File: config.mk
export PLATFORM = sky130hd
export DESIGN_NAME = usb_endpoint_transfer_segmenter_flat
export DESIGN_NICKNAME = d
export VERILOG_FILES = /design/src/sv/uets_pkg.sv /design/src/sv/uets_in_if.sv /design/src/sv/uets_out_if.sv /design/src/sv/usb_endpoint_transfer_segmenter.sv /design/src/sv/uets_front.sv /design/src/sv/uets_queue.sv /design/src/sv/uets_back.sv /design/src/flat_wrapper.sv
export SDC_FILE = /design/constraint.sdc
export NUM_CORES = 2
export LEC_CHECK = 0
export BUFFER_PORTS_ARGS = -buffer_cell sky130_fd_sc_hd__buf_2
export CAP_MARGIN = 10
export CORE_MARGIN = 10
export CORE_UTILIZATION = 34
export CTS_BUF_LIST = sky130_fd_sc_hd__clkbuf_16
export DETAILED_ROUTE_END_ITERATION = 8
export PLACE_DENSITY = 0.56
export SLEW_MARGIN = 20
export SYNTH_ARGS = -nofsm -noshare
export SYNTH_HDL_FRONTEND = slang
export SYNTH_HIERARCHICAL = 1
export SYNTH_SLANG_ARGS = --single-unit
File: constraint.sdc
create_clock -name clk -period 26.4 [get_ports clk]
set_input_delay 5.28 -clock clk [delete_from_list [all_inputs] [get_ports clk]]
set_output_delay 5.28 -clock clk [all_outputs]
set_load 0.01 [all_outputs]
File: src/sv/uets_pkg.sv
package uets_pkg;

  localparam int ENDPOINTS  = 8;
  localparam int EP0_PACKET = 64;

  localparam int ACT_W  = 2;
  localparam int EP_W   = 3;
  localparam int PS_W   = 10;
  localparam int XT_W   = 2;
  localparam int SLOT_W = 3;
  localparam int LEN_W  = 16;
  localparam int RC_W   = 10;
  localparam int OC_W   = 3;
  localparam int MP_W   = 11;

  localparam int TBL_DEPTH = 16;
  localparam int TBL_AW    = $clog2(TBL_DEPTH);

  localparam int QDEPTH = 4;
  localparam int QAW    = $clog2(QDEPTH);
  localparam int QCW    = $clog2(QDEPTH + 1);

  typedef enum logic [ACT_W-1:0] {
    A_OPEN     = 2'd0,
    A_START    = 2'd1,
    A_IN_SENT  = 2'd2,
    A_OUT_RECV = 2'd3
  } action_t;

  typedef enum logic [XT_W-1:0] {
    XT_CONTROL   = 2'd0,
    XT_ISO       = 2'd1,
    XT_BULK      = 2'd2,
    XT_INTERRUPT = 2'd3
  } xfer_type_t;

  typedef enum logic [OC_W-1:0] {
    OC_OPENED   = 3'd0,
    OC_REJECTED = 3'd1,
    OC_SEND     = 3'd2,
    OC_ARM      = 3'd3,
    OC_REARM    = 3'd4,
    OC_DONE     = 3'd5
  } outcome_t;

  typedef enum logic [2:0] {
    K_OPEN      = 3'd0,
    K_REJECT    = 3'd1,
    K_START_IN  = 3'd2,
    K_START_OUT = 3'd3,
    K_IN_SENT   = 3'd4,
    K_OUT_RECV  = 3'd5
  } kind_t;

  typedef struct packed {
    kind_t              kind;
    logic [EP_W-1:0]    endpoint;
    logic               direction;
    logic [PS_W-1:0]    max_pkt_size;
    logic [SLOT_W-1:0]  hardware_slot;
    logic [LEN_W-1:0]   total_length;
    logic [RC_W-1:0]    received_count;
  } item_t;

  function automatic logic [LEN_W-1:0] min_len(input logic [LEN_W-1:0] a,
                                               input logic [MP_W-1:0] b);
    logic [LEN_W-1:0] bx;
    bx = LEN_W'(b);
    return (a < bx) ? a : bx;
  endfunction

endpackage

File: src/sv/uets_in_if.sv
interface uets_in_if;
  import uets_pkg::*;

  logic                valid;
  logic                ready;
  logic [ACT_W-1:0]    action;
  logic [EP_W-1:0]     endpoint;
  logic                direction;
  logic [PS_W-1:0]     max_pkt_size;
  logic [XT_W-1:0]     xfer_type;
  logic [SLOT_W-1:0]   hardware_slot;
  logic [LEN_W-1:0]    total_length;
  logic [RC_W-1:0]     received_count;

  modport source (output valid, action, endpoint, direction, max_pkt_size, xfer_type,
                  hardware_slot, total_length, received_count, input ready);
  modport sink (input valid, action, endpoint, direction, max_pkt_size, xfer_type,
                hardware_slot, total_length, received_count, output ready);
endinterface

File: src/sv/uets_out_if.sv
interface uets_out_if;
  import uets_pkg::*;

  logic                valid;
  logic                ready;
  logic [OC_W-1:0]     outcome;
  logic [EP_W-1:0]     out_endpoint;
  logic                out_direction;
  logic [SLOT_W-1:0]   slot;
  logic [LEN_W-1:0]    length;
  logic [PS_W-1:0]     restore_size;

  modport source (output valid, outcome, out_endpoint, out_direction, slot, length,
                  restore_size, input ready);
  modport sink (input valid, outcome, out_endpoint, out_direction, slot, length,
                restore_size, output ready);
endinterface

File: src/sv/usb_endpoint_transfer_segmenter.sv
// An accepted item is queued; when popped, its result is registered and then offered.
// Throughput: one item per cycle unless out_ch stalls, bound by one table read-modify-write.
// A four-entry queue separates intake from execution, so intake continues while a result waits.
// Reset clears the queue, the result valid flag and the endpoint table; endpoint zero
// returns to its default packet size in both directions.
module usb_endpoint_transfer_segmenter (
  input  logic        clk,
  input  logic        rst_n,
  uets_in_if.sink     in_ch,
  uets_out_if.source  out_ch
);
  import uets_pkg::*;

  logic   push;
  item_t  push_item;
  logic   q_full;
  logic   q_nonempty;
  item_t  q_head;
  logic   pop;

  uets_front u_front (
    .in_ch     (in_ch),
    .q_full    (q_full),
    .push      (push),
    .push_item (push_item)
  );

  uets_queue u_queue (
    .clk       (clk),
    .rst_n     (rst_n),
    .push      (push),
    .push_item (push_item),
    .pop       (pop),
    .full      (q_full),
    .nonempty  (q_nonempty),
    .head      (q_head)
  );

  uets_back u_back (
    .clk        (clk),
    .rst_n      (rst_n),
    .q_nonempty (q_nonempty),
    .q_head     (q_head),
    .pop        (pop),
    .out_ch     (out_ch)
  );

endmodule

File: src/sv/uets_front.sv
module uets_front (
  uets_in_if.sink          in_ch,
  input  logic             q_full,
  output logic             push,
  output uets_pkg::item_t  push_item
);
  import uets_pkg::*;

  logic   ep_ok;
  logic   keep;
  kind_t  kind;
  logic   dir;

  assign ep_ok = ({2'b00, in_ch.endpoint} < 5'(ENDPOINTS));

  always_comb begin
    kind = K_REJECT;
    dir  = in_ch.direction;
    keep = 1'b0;
    case (action_t'(in_ch.action))
      A_OPEN: begin
        keep = 1'b1;
        if (!ep_ok || (xfer_type_t'(in_ch.xfer_type) inside {XT_CONTROL, XT_ISO})) begin
          kind = K_REJECT;
        end else begin
          kind = K_OPEN;
        end
      end
      A_START: begin
        keep = ep_ok;
        kind = in_ch.direction ? K_START_IN : K_START_OUT;
      end
      A_IN_SENT: begin
        keep = ep_ok;
        kind = K_IN_SENT;
        dir  = 1'b1;
      end
      A_OUT_RECV: begin
        keep = ep_ok;
        kind = K_OUT_RECV;
        dir  = 1'b0;
      end
      default: begin
        keep = 1'b0;
      end
    endcase
  end

  // Non-open items for an absent endpoint are taken and discarded here.
  assign in_ch.ready = !q_full;
  assign push        = in_ch.valid && !q_full && keep;

  always_comb begin
    push_item.kind           = kind;
    push_item.endpoint       = in_ch.endpoint;
    push_item.direction      = dir;
    push_item.max_pkt_size   = in_ch.max_pkt_size;
    push_item.hardware_slot  = in_ch.hardware_slot;
    push_item.total_length   = in_ch.total_length;
    push_item.received_count = in_ch.received_count;
  end

endmodule

File: src/sv/uets_queue.sv
module uets_queue (
  input  logic             clk,
  input  logic             rst_n,
  input  logic             push,
  input  uets_pkg::item_t  push_item,
  input  logic             pop,
  output logic             full,
  output logic             nonempty,
  output uets_pkg::item_t  head
);
  import uets_pkg::*;

  item_t           mem_r [QDEPTH];
  logic [QAW-1:0]  wr_ptr_r, wr_ptr_nxt;
  logic [QAW-1:0]  rd_ptr_r, rd_ptr_nxt;
  logic [QCW-1:0]  count_r, count_nxt;

  assign full     = (count_r == QCW'(QDEPTH));
  assign nonempty = (count_r != '0);
  assign head     = mem_r[rd_ptr_r];

  assign wr_ptr_nxt = push ? wr_ptr_r + QAW'(1) : wr_ptr_r;
  assign rd_ptr_nxt = pop ? rd_ptr_r + QAW'(1) : rd_ptr_r;
  assign count_nxt  = count_r + QCW'(push) - QCW'(pop);

  always_ff @(posedge clk) begin
    if (!rst_n) begin
      wr_ptr_r <= '0;
      rd_ptr_r <= '0;
      count_r  <= '0;
    end else begin
      wr_ptr_r <= wr_ptr_nxt;
      rd_ptr_r <= rd_ptr_nxt;
      count_r  <= count_nxt;
    end
  end

  always_ff @(posedge clk) begin
    if (push) begin
      mem_r[wr_ptr_r] <= push_item;
    end
  end

  a_count_bound: assert property (@(posedge clk) disable iff (!rst_n)
    count_r <= QCW'(QDEPTH))
    else $error("queue count exceeds depth");

  a_no_overflow: assert property (@(posedge clk) disable iff (!rst_n)
    push |-> !full)
    else $error("push into full queue");

  a_no_underflow: assert property (@(posedge clk) disable iff (!rst_n)
    pop |-> nonempty)
    else $error("pop from empty queue");

endmodule

File: src/sv/uets_back.sv
module uets_back (
  input  logic             clk,
  input  logic             rst_n,
  input  logic             q_nonempty,
  input  uets_pkg::item_t  q_head,
  output logic             pop,
  uets_out_if.source       out_ch
);
  import uets_pkg::*;

  logic [LEN_W-1:0]   tl_r [TBL_DEPTH];
  logic [LEN_W-1:0]   mv_r [TBL_DEPTH];
  logic [MP_W-1:0]    mp_r [TBL_DEPTH];
  logic [SLOT_W-1:0]  sl_r [TBL_DEPTH];

  logic [TBL_AW-1:0]  ix;
  logic [LEN_W-1:0]   tl_cur, mv_cur;
  logic [MP_W-1:0]    mp_cur;
  logic [SLOT_W-1:0]  sl_cur;
  logic [LEN_W-1:0]   rem;
  logic [LEN_W-1:0]   in_len;
  logic [LEN_W:0]     sum;
  logic [LEN_W-1:0]   nm;

  logic               wr_tl, wr_mv, wr_cfg;
  logic [LEN_W-1:0]   tl_nxt, mv_nxt;

  logic               out_valid_r;
  outcome_t           oc_r, oc_nxt;
  logic [SLOT_W-1:0]  slot_r, slot_nxt;
  logic [LEN_W-1:0]   len_r, len_nxt;
  logic [PS_W-1:0]    rs_r, rs_nxt;
  logic [EP_W-1:0]    ep_r;
  logic               dir_r;

  assign ix     = {q_head.endpoint, q_head.direction};
  assign tl_cur = tl_r[ix];
  assign mv_cur = mv_r[ix];
  assign mp_cur = mp_r[ix];
  assign sl_cur = sl_r[ix];

  assign rem    = (tl_cur > mv_cur) ? tl_cur - mv_cur : '0;
  assign in_len = min_len(rem, mp_cur);
  assign sum    = {1'b0, mv_cur} + (LEN_W + 1)'(q_head.received_count);
  assign nm     = sum[LEN_W] ? '1 : sum[LEN_W-1:0];

  assign pop = q_nonempty && (!out_valid_r || out_ch.ready);

  always_comb begin
    wr_tl    = 1'b0;
    wr_mv    = 1'b0;
    wr_cfg   = 1'b0;
    tl_nxt   = tl_cur;
    mv_nxt   = mv_cur;
    oc_nxt   = OC_REJECTED;
    slot_nxt = sl_cur;
    len_nxt  = '0;
    rs_nxt   = '0;
    case (q_head.kind)
      K_OPEN: begin
        wr_cfg   = 1'b1;
        oc_nxt   = OC_OPENED;
        slot_nxt = q_head.hardware_slot;
      end
      K_REJECT: begin
        oc_nxt   = OC_REJECTED;
        slot_nxt = '0;
      end
      K_START_IN: begin
        wr_tl   = 1'b1;
        wr_mv   = 1'b1;
        tl_nxt  = q_head.total_length;
        len_nxt = min_len(q_head.total_length, mp_cur);
        mv_nxt  = len_nxt;
        oc_nxt  = OC_SEND;
      end
      K_START_OUT: begin
        wr_tl   = 1'b1;
        wr_mv   = 1'b1;
        tl_nxt  = q_head.total_length;
        mv_nxt  = '0;
        len_nxt = min_len(q_head.total_length, mp_cur);
        oc_nxt  = OC_ARM;
      end
      K_IN_SENT: begin
        if (tl_cur != mv_cur) begin
          wr_mv   = 1'b1;
          mv_nxt  = mv_cur + in_len;
          len_nxt = in_len;
          oc_nxt  = OC_SEND;
        end else begin
          len_nxt = mv_cur;
          oc_nxt  = OC_DONE;
        end
      end
      K_OUT_RECV: begin
        wr_mv = 1'b1;
        if ((MP_W'(q_head.received_count) < mp_cur) || (nm >= tl_cur)) begin
          wr_tl   = 1'b1;
          tl_nxt  = '0;
          mv_nxt  = '0;
          len_nxt = nm;
          rs_nxt  = mp_cur[PS_W-1:0];
          oc_nxt  = OC_DONE;
        end else begin
          mv_nxt  = nm;
          len_nxt = min_len(tl_cur, mp_cur);
          oc_nxt  = OC_REARM;
        end
      end
      default: begin
        oc_nxt = OC_REJECTED;
      end
    endcase
  end

  always_ff @(posedge clk) begin
    if (!rst_n) begin
      for (int i = 0; i < TBL_DEPTH; i++) begin
        tl_r[i] <= '0;
        mv_r[i] <= '0;
        sl_r[i] <= '0;
        mp_r[i] <= (i < 2) ? MP_W'(EP0_PACKET) : '0;
      end
    end else if (pop) begin
      if (wr_tl) begin
        tl_r[ix] <= tl_nxt;
      end
      if (wr_mv) begin
        mv_r[ix] <= mv_nxt;
      end
      if (wr_cfg) begin
        mp_r[ix] <= MP_W'(q_head.max_pkt_size);
        sl_r[ix] <= q_head.hardware_slot;
      end
    end
  end

  always_ff @(posedge clk) begin
    if (!rst_n) begin
      out_valid_r <= 1'b0;
    end else if (pop) begin
      out_valid_r <= 1'b1;
    end else if (out_ch.ready) begin
      out_valid_r <= 1'b0;
    end
  end

  always_ff @(posedge clk) begin
    if (pop) begin
      oc_r   <= oc_nxt;
      slot_r <= slot_nxt;
      len_r  <= len_nxt;
      rs_r   <= rs_nxt;
      ep_r   <= q_head.endpoint;
      dir_r  <= q_head.direction;
    end
  end

  assign out_ch.valid         = out_valid_r;
  assign out_ch.outcome       = oc_r;
  assign out_ch.out_endpoint  = ep_r;
  assign out_ch.out_direction = dir_r;
  assign out_ch.slot          = slot_r;
  assign out_ch.length        = len_r;
  assign out_ch.restore_size  = rs_r;

  a_no_overwrite: assert property (@(posedge clk) disable iff (!rst_n)
    !(pop && out_valid_r && !out_ch.ready))
    else $error("held result overwritten");

  a_in_moved_bound: assert property (@(posedge clk) disable iff (!rst_n)
    (q_nonempty && q_head.direction) |-> (mv_cur <= tl_cur))
    else $error("IN moved count exceeds transfer length");

endmodule

File: src/flat_wrapper.sv
// flat-port wrapper written by rule: the top's interface ports become plain ports
module usb_endpoint_transfer_segmenter_flat import uets_pkg::*;
  (clk, rst_n, in_ch_valid, in_ch_action, in_ch_endpoint, in_ch_direction, in_ch_max_pkt_size, in_ch_xfer_type, in_ch_hardware_slot, in_ch_total_length, in_ch_received_count, in_ch_ready, out_ch_valid, out_ch_outcome, out_ch_out_endpoint, out_ch_out_direction, out_ch_slot, out_ch_length, out_ch_restore_size, out_ch_ready);
  uets_in_if in_ch_i ();
  uets_out_if out_ch_i ();
  input  logic clk;
  input  logic rst_n;
  input wire logic [$bits(in_ch_i.valid)-1:0] in_ch_valid;
  input wire logic [$bits(in_ch_i.action)-1:0] in_ch_action;
  input wire logic [$bits(in_ch_i.endpoint)-1:0] in_ch_endpoint;
  input wire logic [$bits(in_ch_i.direction)-1:0] in_ch_direction;
  input wire logic [$bits(in_ch_i.max_pkt_size)-1:0] in_ch_max_pkt_size;
  input wire logic [$bits(in_ch_i.xfer_type)-1:0] in_ch_xfer_type;
  input wire logic [$bits(in_ch_i.hardware_slot)-1:0] in_ch_hardware_slot;
  input wire logic [$bits(in_ch_i.total_length)-1:0] in_ch_total_length;
  input wire logic [$bits(in_ch_i.received_count)-1:0] in_ch_received_count;
  output wire logic [$bits(in_ch_i.ready)-1:0] in_ch_ready;
  output wire logic [$bits(out_ch_i.valid)-1:0] out_ch_valid;
  output wire logic [$bits(out_ch_i.outcome)-1:0] out_ch_outcome;
  output wire logic [$bits(out_ch_i.out_endpoint)-1:0] out_ch_out_endpoint;
  output wire logic [$bits(out_ch_i.out_direction)-1:0] out_ch_out_direction;
  output wire logic [$bits(out_ch_i.slot)-1:0] out_ch_slot;
  output wire logic [$bits(out_ch_i.length)-1:0] out_ch_length;
  output wire logic [$bits(out_ch_i.restore_size)-1:0] out_ch_restore_size;
  input wire logic [$bits(out_ch_i.ready)-1:0] out_ch_ready;
  assign in_ch_i.valid = in_ch_valid;
  assign in_ch_i.action = in_ch_action;
  assign in_ch_i.endpoint = in_ch_endpoint;
  assign in_ch_i.direction = in_ch_direction;
  assign in_ch_i.max_pkt_size = in_ch_max_pkt_size;
  assign in_ch_i.xfer_type = in_ch_xfer_type;
  assign in_ch_i.hardware_slot = in_ch_hardware_slot;
  assign in_ch_i.total_length = in_ch_total_length;
  assign in_ch_i.received_count = in_ch_received_count;
  assign in_ch_ready = in_ch_i.ready;
  assign out_ch_valid = out_ch_i.valid;
  assign out_ch_outcome = out_ch_i.outcome;
  assign out_ch_out_endpoint = out_ch_i.out_endpoint;
  assign out_ch_out_direction = out_ch_i.out_direction;
  assign out_ch_slot = out_ch_i.slot;
  assign out_ch_length = out_ch_i.length;
  assign out_ch_restore_size = out_ch_i.restore_size;
  assign out_ch_i.ready = out_ch_ready;
  usb_endpoint_transfer_segmenter u_core (.clk(clk), .rst_n(rst_n), .in_ch(in_ch_i), .out_ch(out_ch_i));
endmodule
==> insert_results.sql <==
INSERT INTO impl_metrics (metric_group, metric, value, unit) VALUES
('place', 'io_buffers', '87', ''),
('run_status', 'outcome', 'finished clean', ''),
('critical_path', 'crit_path_end_kind', 'flop', ''),
('place', 'place.detailed.hpwl', '79200', 'µm'),
('clock_network', 'htree_num_levels', '3', ''),
('yosys', 'ys_top_cells_by_count', 'sky130_fd_sc_hd__edfxtp_1 (940), sky130_fd_sc_hd__nor2_1 (585), sky130_fd_sc_hd__mux4_2 (240)', ''),
('finish', 'nets', '3246', ''),
('yosys', 'synth.most_common_cell', 'sky130_fd_sc_hd__edfxtp_1', ''),
('sta', 'setup_tns', '0', 'ns'),
('yosys', 'yosysTopAreaCell', 'sky130_fd_sc_hd__edfxtp_1', ''),
('floorplanning', 'rows', '133', ''),
('yosys', 'netlist_top_cells_area', 'sky130_fd_sc_hd__edfxtp_1 (63%), sky130_fd_sc_hd__mux4_2 (12%), sky130_fd_sc_hd__nor2_1 (4.9%)', ''),
('yosys', 'synth.lib_cells_used.distinct', '85', ''),
('grt', 'gr-total-overflow', '0', ''),
('yosys', 'postSynthRegisterBits', '950', ''),
('sta', 'finalHoldViolations', '0', ''),
('yosys', 'synth_flop_cell', 'sky130_fd_sc_hd__edfxtp_1', ''),
('critical_path', 'critical_path_peak_fanout', '99', ''),
('finish', 'post-route-util', '37.95', '%'),
('grt', 'grt_first_pass_wirelength', '179100', 'µm'),
('sta', 'worst-slew-pin-transition', '1.164', 'ns'),
('critical_path', 'crit_path_max_incr_delay', '0.73', 'ns'),
('drt', 'drc', '0', ''),
('grt', 'gr-usage-all-layers', '16.38', '%'),
('critical_path', 'cp_num_buf_inv', '8', ''),
('clock_network', 'ctsLongestPathBuffers', '3', ''),
('critical_path', 'critical-path-top-delay-family', 'compound AO/OA/AOI/OAI gates', ''),
('power_and_ir_drop', 'p_per_area', '132.1', 'nW/µm²'),
('clock_network', 'numClockSinks', '950', ''),
('finish', 'drive_gt1_share', '18.81', '%'),
('drt', 'routed-via-count', '26279', ''),
('floorplanning', 'initial_core_util', '34.25', '%'),
('floorplanning', 'floorplan.core_area', '131500', 'µm²'),
('critical_path', 'critical_path_required', '26.78', 'ns'),
('sta', 'max_slew_margin', '22.23', '%'),
('clock_network', 'cts_made_buffers', '97', ''),
('drt', 'routed_wirelength', '122900', 'µm'),
('job', 'drv_cap', '0', ''),
('clock_network', 'cts.repair.resized', '0', ''),
('drt', 'avgRoutedWirePerCell', '24.94', 'µm'),
('power_and_ir_drop', 'clockPowerShare', '20.1', '%'),
('yosys', 'yosysSeqAreaShare', '63.14', '%'),
('clock_network', 'worst_skew_pair.late_latency', '0.72', 'ns'),
('grt', 'maximum_number_of_pins_on_one_net_before_global_route_repair', '100', ''),
('drt', 'drt_pass1_iterations', '5', ''),
('yosys', 'post_synth.cell_area_avg', '14.58', 'µm²'),
('finish', 'register_area', '28430', 'µm²'),
('drt', 'detail_route.vias_per_cell', '5.334', ''),
('sta', 'fin_crit_sh', '49.07', '%'),
('finish', 'fill_cells', '12307', ''),
('sta', 'max_clock_freq', '77.19', 'MHz'),
('clock_network', 'cts.repair_timing.setup_buffer_count', '0', ''),
('power_and_ir_drop', 'relative_contribution_of_combinational_cells_to_total_power', '51.9', '%'),
('yosys', 'ys_async_sr_fraction', '0', '%'),
('sta', 'rsz0062_at_grt', 'false', ''),
('clock_network', 'hold_buffers', '0', ''),
('floorplanning', 'die_x', '383.9', 'µm'),
('power_and_ir_drop', 'netSwitchingPower', '2.841', 'mW'),
('clock_network', 'clock_tree_from_tritoncts', 'built', ''),
('critical_path', 'element_type_at_the_critical_path_start', 'flop', ''),
('critical_path', 'worst_ep_arrival_time', '13.33', 'ns'),
('clock_network', 'clock_tree.root_cell', 'sky130_fd_sc_hd__clkbuf_16', ''),
('yosys', 'synth_largest_type_area_fraction', '62.70', '%'),
('hold_path', 'min-delay-path-class', 'flop to flop', ''),
('critical_path', 'critical-path-slowest-cell', 'sky130_fd_sc_hd__mux4_4', ''),
('power_and_ir_drop', 'vdd_ir_drop_max', '0.1097', 'mV'),
('power_and_ir_drop', 'leak_pwr', '17.30', 'nW'),
('finish', 'multi_input_area', '15060', 'µm²'),
('sta', 'final_setup_violation_count', '0', ''),
('power_and_ir_drop', 'internal_power', '3.752', 'mW'),
('floorplanning', 'top_level_ports', '89', '');
[path summary, 6_finish.rpt]
check | start | endpoint | slack (ns) | cells after the start
worst max register to register | flop | u_core/u_back/mv_r[5][10] | 13.44 | 40
worst max-delay path | flop | u_core/u_back/mv_r[5][10] | 13.44 | 40
worst min-delay path | u_core/u_queue/rd_ptr_r[1] | flop | 0.52 | 2
worst min register to register | u_core/u_queue/rd_ptr_r[1] | flop | 0.52 | 2
[layout by cell type (no fill, tap or decap), drive strengths merged, types with 12 or more instances in the layout]
master  synthesis  layout
clkinv          1      42
a21oi          62      62
and2          221     221
xnor2          14      14
nor2b          13      13
nand2b         22      22
a21o           17      17
inv            68      98
xor2           12      12
edfxtp        940     940
mux2i          18      18
ha            100     100
nor3           39      39
clkbuf        116      97
nand3          19      19
buf           128     146
nand2         141     141
o21ai         100     100
mux4          263     263
nor2          596     596
mux2           13      13
[cell families (layout without fill, tap and decap cells)]
| group | after synthesis | in the layout | synth area share [%] |
|---|---|---|---|
| compound gates | 295 | 295 | 4.252 |
| xor+xnor | 27 | 27 | 0.5586 |
| fa+ha+maj | 104 | 104 | 2.957 |
| buf+inv | 313 | 392 | 3.730 |
| flops | 950 | 950 | 63.14 |
| mux | 294 | 294 | 14.08 |
| other cells | 1 | 6 | 0.008330 |
| simple gates | 1104 | 1104 | 11.27 |
[flip-flops by register name, indices dropped and copies added, names as in the netlist, named ones only]
name	flops
u_core/u_back/mv_r	256
u_core/u_back/tl_r	256
u_core/u_queue/mem_r	184
u_core/u_back/mp_r	160
u_core/u_back/sl_r	48
u_core/u_back/out_ch.length	16
u_core/u_back/out_ch.restore_size	10
u_core/u_back/out_ch.out_endpoint	3
u_core/u_back/out_ch.outcome	3
u_core/u_back/out_ch.slot	3
u_core/u_queue/count_r	3
u_core/u_queue/rd_ptr_r	2
u_core/u_queue/wr_ptr_r	2
u_core/u_back/out_ch.out_direction	1
u_core/u_back/out_ch.valid	1
[worst register-to-register path: cells and delay by family, from the launching register on]
family / cells / cell delay (ns)
AOI/OAI and AO/OA: 16 / 4.23
adders and majority gates: 4 / 1.26
buffers and inverters: 8 / 2.85
and+or+nand+nor: 9 / 2.22
DFF: 1 / 0.31
muxes: 3 / 1.74
[layout make-up]
type	count	area share, %
diodes	3	0.01505
clock buffers	97	4.865
clock inverters	80	1.226
inverters	69	0.5191
multi-input cells	1827	30.18
flip-flops and latches	950	56.98
well taps	1755	4.401
repair buffers	146	1.811
[per-stage QoR]
stage | instances | hold slack, ns | instance area, µm² | power [mW] | setup slack, ns
after floorplan | 3090 | 0.4993 | 45030 | 4.218 | 16.21
after global placement | 4747 | 0.5075 | 46820 | 5.240 | 13.62
after detailed placement | 4747 | 0.5250 | 46830 | 5.254 | 13.51
after CTS | 4924 | 0.5081 | 49870 | 6.596 | 13.44
after global routing | 4924 | 0.5508 | 49890 | 6.979 | 12.53
final | 4927 | 0.5180 | 49900 | 6.593 | 13.44
[routing by layer]
layer	GRT usage, %	share of wire (%)	up-vias
li1	-	-	11584
met1	22.73	43	13445
met2	25.62	46	1093
met3	3.986	9.0	157
met4	4.238	2.3	0
met5	0	0	-
[power by group through the flow]
| stage | sequential [mW] | combinational, mW | clock [mW] |
|---|---|---|---|
| global route | 1.86 | 3.71 | 1.41 |
| CTS | 1.85 | 3.39 | 1.35 |
| floorplan | 1.88 | 2.34 | 0 |
| detailed placement | 1.88 | 3.37 | 0 |
| global placement | 1.88 | 3.36 | 0 |
| finish | 1.85 | 3.42 | 1.32 |
(Power assumes the default switching activity.)
